[src/rtl/core/hse_pkg.sv]
// hse_pkg: sizes, types and codes shared by the hash set engine
// no dependencies; used by hse_divider and hash_set_engine
package hse_pkg;

   localparam int NUM_BUCKETS  = 64;
   localparam int WAYS         = 4;
   localparam int SLOT_TOTAL   = NUM_BUCKETS * WAYS;
   localparam int RESET_BUCKET_COUNT = 16;

   localparam int DATA_W  = 32;
   localparam int CSR_W   = 7;
   localparam int BCNT_W  = $clog2(NUM_BUCKETS + 1);
   localparam int BKT_W   = (NUM_BUCKETS > 1) ? $clog2(NUM_BUCKETS) : 1;
   localparam int SLOT_W  = (SLOT_TOTAL > 1) ? $clog2(SLOT_TOTAL) : 1;
   localparam int COUNT_W = $clog2(SLOT_TOTAL + 1);
   localparam int SCAN_W  = $clog2(WAYS + 1);
   localparam int STEP_W  = $clog2(DATA_W);

   typedef logic [DATA_W-1:0]  data_type;
   typedef logic [BCNT_W-1:0]  bcnt_type;
   typedef logic [BKT_W-1:0]   bkt_type;
   typedef logic [SLOT_W-1:0]  slot_idx_type;
   typedef logic [COUNT_W-1:0] count_type;
   typedef logic [SCAN_W-1:0]  scan_type;
   typedef logic [STEP_W-1:0]  step_type;

   // operation codes on req_kind; the fourth code is a no-op
   localparam logic [1:0] KIND_ADD      = 2'd0;
   localparam logic [1:0] KIND_REMOVE   = 2'd1;
   localparam logic [1:0] KIND_CONTAINS = 2'd2;

   typedef enum logic [1:0] {
      ST_IDLE,
      ST_DIV,
      ST_SCAN,
      ST_FINISH
   } state_type;

endpackage

[src/rtl/core/hse_divider.sv]
// hse_divider: restoring divider, one quotient bit a cycle, remainder only
// depends on hse_pkg
module hse_divider (
   input  logic              clock,
   input  logic              reset,
   input  logic              start,
   input  hse_pkg::data_type dividend,
   input  hse_pkg::bcnt_type divisor,
   output logic              done,
   output hse_pkg::bcnt_type remainder
);

   logic              busy_ff, busy_in;
   logic              done_ff, done_in;
   hse_pkg::step_type step_ff, step_in;
   hse_pkg::data_type quo_ff, quo_in;
   hse_pkg::bcnt_type rem_ff, rem_in;
   logic [hse_pkg::BCNT_W:0] trial;

   always_comb begin
      busy_in = busy_ff;
      done_in = 1'b0;
      step_in = step_ff;
      quo_in  = quo_ff;
      rem_in  = rem_ff;
      trial   = {rem_ff, quo_ff[hse_pkg::DATA_W-1]};
      if (start) begin
         busy_in = 1'b1;
         step_in = '0;
         quo_in  = dividend;
         rem_in  = '0;
      end else if (busy_ff) begin
         quo_in  = {quo_ff[hse_pkg::DATA_W-2:0], 1'b0};
         step_in = step_ff + 1'b1;
         // partial remainder stays below the divisor, so the difference fits
         if (trial >= {1'b0, divisor}) begin
            rem_in = hse_pkg::bcnt_type'(trial - {1'b0, divisor});
         end else begin
            rem_in = hse_pkg::bcnt_type'(trial);
         end
         if (step_ff == hse_pkg::step_type'(hse_pkg::DATA_W - 1)) begin
            busy_in = 1'b0;
            done_in = 1'b1;
         end
      end
   end

   always_ff @(posedge clock) begin
      if (reset) begin
         busy_ff <= 1'b0;
         done_ff <= 1'b0;
         step_ff <= '0;
      end else begin
         busy_ff <= busy_in;
         done_ff <= done_in;
         step_ff <= step_in;
      end
      quo_ff <= quo_in;
      rem_ff <= rem_in;
   end

   assign done      = done_ff;
   assign remainder = rem_ff;

endmodule

[config.mk]
export PLATFORM = sky130hd
export DESIGN_NAME = hse_divider
export DESIGN_NICKNAME = d
export VERILOG_FILES = /design/src/rtl/core/hse_pkg.sv /design/src/rtl/core/hse_divider.sv
export SDC_FILE = /design/constraint.sdc
export NUM_CORES = 1
export LEC_CHECK = 0
export ABC_AREA = 1
export BUFFER_PORTS_ARGS = -buffer_cell sky130_fd_sc_hd__buf_2
export CAP_MARGIN = 0
export CORE_MARGIN = 4
export CORE_UTILIZATION = 33
export DETAILED_ROUTE_END_ITERATION = 7
export GPL_TIMING_DRIVEN = 0
export MAX_ROUTING_LAYER = met4
export PLACE_DENSITY = 0.65
export SYNTH_ARGS = -nofsm -noshare
export SYNTH_HDL_FRONTEND = slang
export SYNTH_SLANG_ARGS = --single-unit
[constraint.sdc]
create_clock -name clock -period 2 [get_ports clock]
set_clock_uncertainty 0.05 [all_clocks]
set_input_delay 0.6 -clock clock [delete_from_list [all_inputs] [get_ports clock]]
set_output_delay 0.6 -clock clock [all_outputs]
set_load 0.05 [all_outputs]
======== Yosys cells after proc, flatten, opt, wreduce, memory -nomap -nowiden ========
Index checks and enable logic that the tools add are counted.
word-level totals
  output and inout bits ................... 8
  bits of input ports ..................... 42
  flip-flop bits (word level) ............. 46
  word-level logic and storage cells ...... 20
cells by class
  magnitude comparators ................... 1
  add/sub/neg operators ................... 2
  equality and inequality tests ........... 1
  mux-type cells .......................... 7
  reductions and logical operators ........ 3
  bitwise logic cells ..................... 1
operators by type and width
  operator                                                       count
  32-bit two-way mux                                             2
  8-bit by 7-bit greater-or-equal comparator with 1-bit output   1
  7-bit two-way mux                                              1
  7-bit subtractor                                               1
  5-bit by 1-bit adder with 5-bit output, second input constant  1
  5-bit equality test, second input constant                     1
  1-bit two-way mux                                              4
  3-bit OR reduction                                             1
  2-bit nonzero test                                             1
  2-bit OR reduction                                             1
  1-bit NOT                                                      1

======== Longest topological paths before layout ========
  word-level depth ........................ 4
  depth in mapped cells ................... 14
  depth with buffers taken out ............ 14

======== Least setup slack after synthesis ========
OpenSTA, ideal clock, no wires.
  path type ............................... input-to-reg
  start point ............................. input start
  end point ............................... register quo_ff[0] (enable)
  setup slack ............................. -66 ps
  path buffers ............................ 1
  data required time ...................... 1561 ps
  library setup time ...................... 389 ps
  data arrival time ....................... 1627 ps
  stages on the path ...................... 3
  cells stage by stage .................... buf_2 > nor2_1 > inv_1
between the ends
  cells in the longest elaborated chain, start to end .. 1
ends and longest elaborated chain
  element                       line               RTL
  start, declared               hse_divider.sv:6   input logic start,
  2-bit nonzero test (no line)  n/a
  end signal, assigned          hse_divider.sv:58  quo_ff <= quo_in;
  end, declared                 hse_divider.sv:16  hse_pkg::data_type quo_ff, quo_in;
No other way between the ends.
A chain may end at the register's enable or synchronous reset.

======== Worst setup path in the final report ========
  start point ............................. register quo_ff[31]
  end point ............................... register rem_ff[2], in the netlist remainder[2]
between the ends
  cells in the longest elaborated chain, start to end .. 2
  elaborated cells on any way between the ends .. 3
  classes of those cells .................. add/sub: 1; order compare: 1; mux: 1
ends and longest elaborated chain
  element                                                                                           line                                  RTL
  7-bit subtractor or 8-bit by 7-bit greater-or-equal comparator with 1-bit output (tied branches)  hse_divider.sv:37, hse_divider.sv:36
  7-bit two-way mux (*)                                                                             hse_divider.sv:36                     if (trial >= {1'b0, divisor}) begin
  end signal, assigned                                                                              hse_divider.sv:59                     rem_ff <= rem_in;
  end, declared                                                                                     hse_divider.sv:17                     hse_pkg::bcnt_type rem_ff, rem_in;
Every way passes the cells marked *; elsewhere a longest branch is shown, timed or not.

==> flow_metrics.env <==
export IMPL_yosys_warnings=0
export IMPL_max_vdd_ir_drop_uv=348.1
export IMPL_cts_tree="built"
export IMPL_grt_remaining_overflow=0
export IMPL_hpwl_um=3479
export IMPL_grt_pass1_wl_um=7893
export IMPL_synth_top_area_cell="edfxtp_1"
export IMPL_hold_viol=0
export IMPL_num_vias=1867
export IMPL_nets=393
export IMPL_area_growth_pct=21.33
export IMPL_hp_class="reg -> reg"
export IMPL_io_buffer_count=48
export IMPL_cts_buffers=5
export IMPL_antenna_cells=0
export IMPL_ys_ff_latch=46
export IMPL_ant_nets=0
export IMPL_synth_area_top_cells="edfxtp_1 (41%), nand2_1 (21%), dfxtp_1 (12%)"
export IMPL_core_sq_um=6869
export IMPL_post_route_cells_drive_above_1_share_pct=22.51
export IMPL_pre_cts_ws_ps=-381.8
export IMPL_p_seq_share_pct=52.0
export IMPL_fin_crit_ps=1855
export IMPL_grt_pass1_vias=1824
export IMPL_netlist_instances=283
export IMPL_place_area_sq_um=2725
export IMPL_dieWidth_um=92.54
export IMPL_htreeDepth=2
export IMPL_die_area_sq_um=8564
export IMPL_power_switching_mw=0.5788
export IMPL_syn_nets=335
export IMPL_synth_distinct_cells=30
export IMPL_start_util_pct=34.34
export IMPL_combPwrFrac_pct=16.8
export IMPL_fp_dieH_um=92.54
export IMPL_cts_sinks=46
export IMPL_cp_common_cell="nand2_2"
export IMPL_wl_per_cell_um=10.75
export IMPL_p_int_mw=1.624
export IMPL_clock_tree_buffer_depth=2
export IMPL_setup_slack_ps=145.3
export IMPL_io_pins=50
export IMPL_drv_slew=0
export IMPL_drc_errors=0
export IMPL_layout_common_cells="nand2_1 (133), buf_2 (49), edfxtp_1 (32), inv_1 (25), nand3_1 (16)"
export IMPL_cellLeakagePower_nw=1.420
export IMPL_drt_iter0_drc=50
export IMPL_swShare_pct=26.28
export IMPL_cp_required_ps=2170
export IMPL_yosysSeqAreaShare_pct=52.63
export IMPL_drv_cap=0
export IMPL_critPathLaunchType="flop"
export IMPL_crit_type="reg -> reg"
export IMPL_hold_buffers=0
export IMPL_clkPwrFrac_pct=31.2
export IMPL_grt_max_degree=19
export IMPL_antenna_found_initial=0
export IMPL_total_power_mw=2.202
export IMPL_path_clk_slew_ps=90
export IMPL_insertion_delay_ps=300
export IMPL_firstDrtPassIters=4
export IMPL_wl_um=4709
export IMPL_crit_chain="inv_2 > ha_1 > inv_2 > fa_2 > nand2_1 > nand2_2 > nand2_2 > nand2_2 > nand2_4 > nand2_4 > nand2_1 > nand3_1 > o21ai_1"
export IMPL_layout_commonest_cell="nand2_1"
export IMPL_gp_congestion=0.7979
export IMPL_path_max_fanout=6
export IMPL_track_usage_pct=11.86
export IMPL_num_rows=30
export IMPL_cpPeakStageDelay_ps=380
export IMPL_synth_top_area_share_pct=40.74
export IMPL_synthesis_area_sq_um=2359
export IMPL_status="finished, final reports clean"
export IMPL_worstMarginPinSlew_ps=452.9
export IMPL_critical_path_arrival_ps=2020
export IMPL_cp_slowest_cell="edfxtp_1"
export IMPL_period_share_pct=92.73
export IMPL_max_slew_margin_pct=69.77
export IMPL_clock_root_buffer="clkbuf_8"
export IMPL_syn_area_per_cell_sq_um=8.334
export IMPL_finalSetupViolCount=0
export IMPL_crit_path_end_kind="flop"
export IMPL_fmax_mhz=539.2
export IMPL_design_area_sq_um=2861
export IMPL_p_per_area_nw_per_um2=769.7
export IMPL_via_per_inst=4.263
[cell usage after synthesis]
library cell	n
nand2_1	134
edfxtp_1	32
inv_1	27
nand3_1	16
dfxtp_1	14
ha_1	9
nor3_1	6
a21oi_1	5
clkbuf_1	5
inv_2	5
nor2_1	4
o21ai_1	4
nand2_2	2
nand2_4	2
nand3b_1	2
nand4_1	2
a21oi_4	1
a31oi_1	1
buf_1	1
buf_2	1
clkinv_1	1
fa_1	1
nor2_8	1
nor3_2	1
nor3b_1	1
o21ai_0	1
or2_1	1
or2_4	1
xnor2_1	1
xor2_1	1
[power groups by stage]
stage | combinational [mW] | clock (mW) | sequential [mW]
2_1_floorplan | 0.228 | 0 | 1.19
6_report | 0.370 | 0.687 | 1.14
3_3_place_gp | 0.353 | 0 | 1.17
3_5_place_dp | 0.361 | 0 | 1.17
5_1_grt | 0.423 | 0.753 | 1.15
4_1_cts | 0.366 | 0.715 | 1.15
[per-layer routing]
metal  wire length (um)  track usage [%]
met5                  0                -
met4                 34            2.970
met3                240            3.493
met2               2200            19.46
met1               2234            14.39
[cells by family (layout without fill, tap and decap cells)]
family,count (synthesis),in the layout,synth area share (%)
and+or+nand+nor,173,174,31.51
DFF,46,46,52.63
buffers and inverters,40,98,6.419
AOI/OAI and AO/OA,12,12,3.077
adders and majority gates,10,10,5.623
xor gates and xnor gates,2,2,0.7428
[state kept, by name, summed over array words and instances, names as in the netlist]
name and count:
quo_ff 32, remainder 7, step_ff 5, busy_ff 1
done 1
[what timing repair did]
item / in CTS / in global routing
setup endpoints to repair: 32 / 7
pin swaps: 0 / 1
cloned: 1 / 1
setup buffers: 0 / 1
gates resized for setup: 1 / 3
[path summary, 6_finish.rpt]
check / slack (ps) / cells past startpoint / startpoint / end
worst max-delay path: 150 / 13 / quo_ff[31]$_DFFE_PP_ / remainder[2]$_SDFFE_PP0P_
worst min-delay path: 420 / 2 / step_ff[4]$_SDFFE_PP0P_ / step_ff[4]$_SDFFE_PP0P_
worst max register to register: 150 / 13 / quo_ff[31]$_DFFE_PP_ / remainder[2]$_SDFFE_PP0P_
worst min register to register: 420 / 2 / step_ff[4]$_SDFFE_PP0P_ / step_ff[4]$_SDFFE_PP0P_
[area by class of cell]
class,instances,area (sq um)
plain buffers,7,27.53
repair inverters,1,7.507
multi-input cells,198,979.7
clock inverters,2,37.54
clock buffers,6,72.57
well taps,96,120.1
inverters,33,127.6
repair buffers,49,247.7
fillers,738,4008
flip-flops and latches,46,1241
[worst max-delay path: cells and delay by family (launching register included)]
kind,cells,cell delay (ps)
fa+ha+maj,2,500
flops,1,380
simple gates,8,630
compound gates,1,80
buf+inv,2,120
[stage by stage]
stage	util [%]	instances	setup TNS [ps]	hold WS, ps
2_1_floorplan	-	283	0	391.9
3_3_place_gp	39.67	427	-13080	403.3
3_5_place_dp	39.67	427	-13680	416.7
4_1_cts	41.38	436	0	426.5
5_1_grt	41.66	438	-21.61	434.4
6_report	41.66	438	0	424.3
Note: power is estimated with default switching activity, not from simulation.
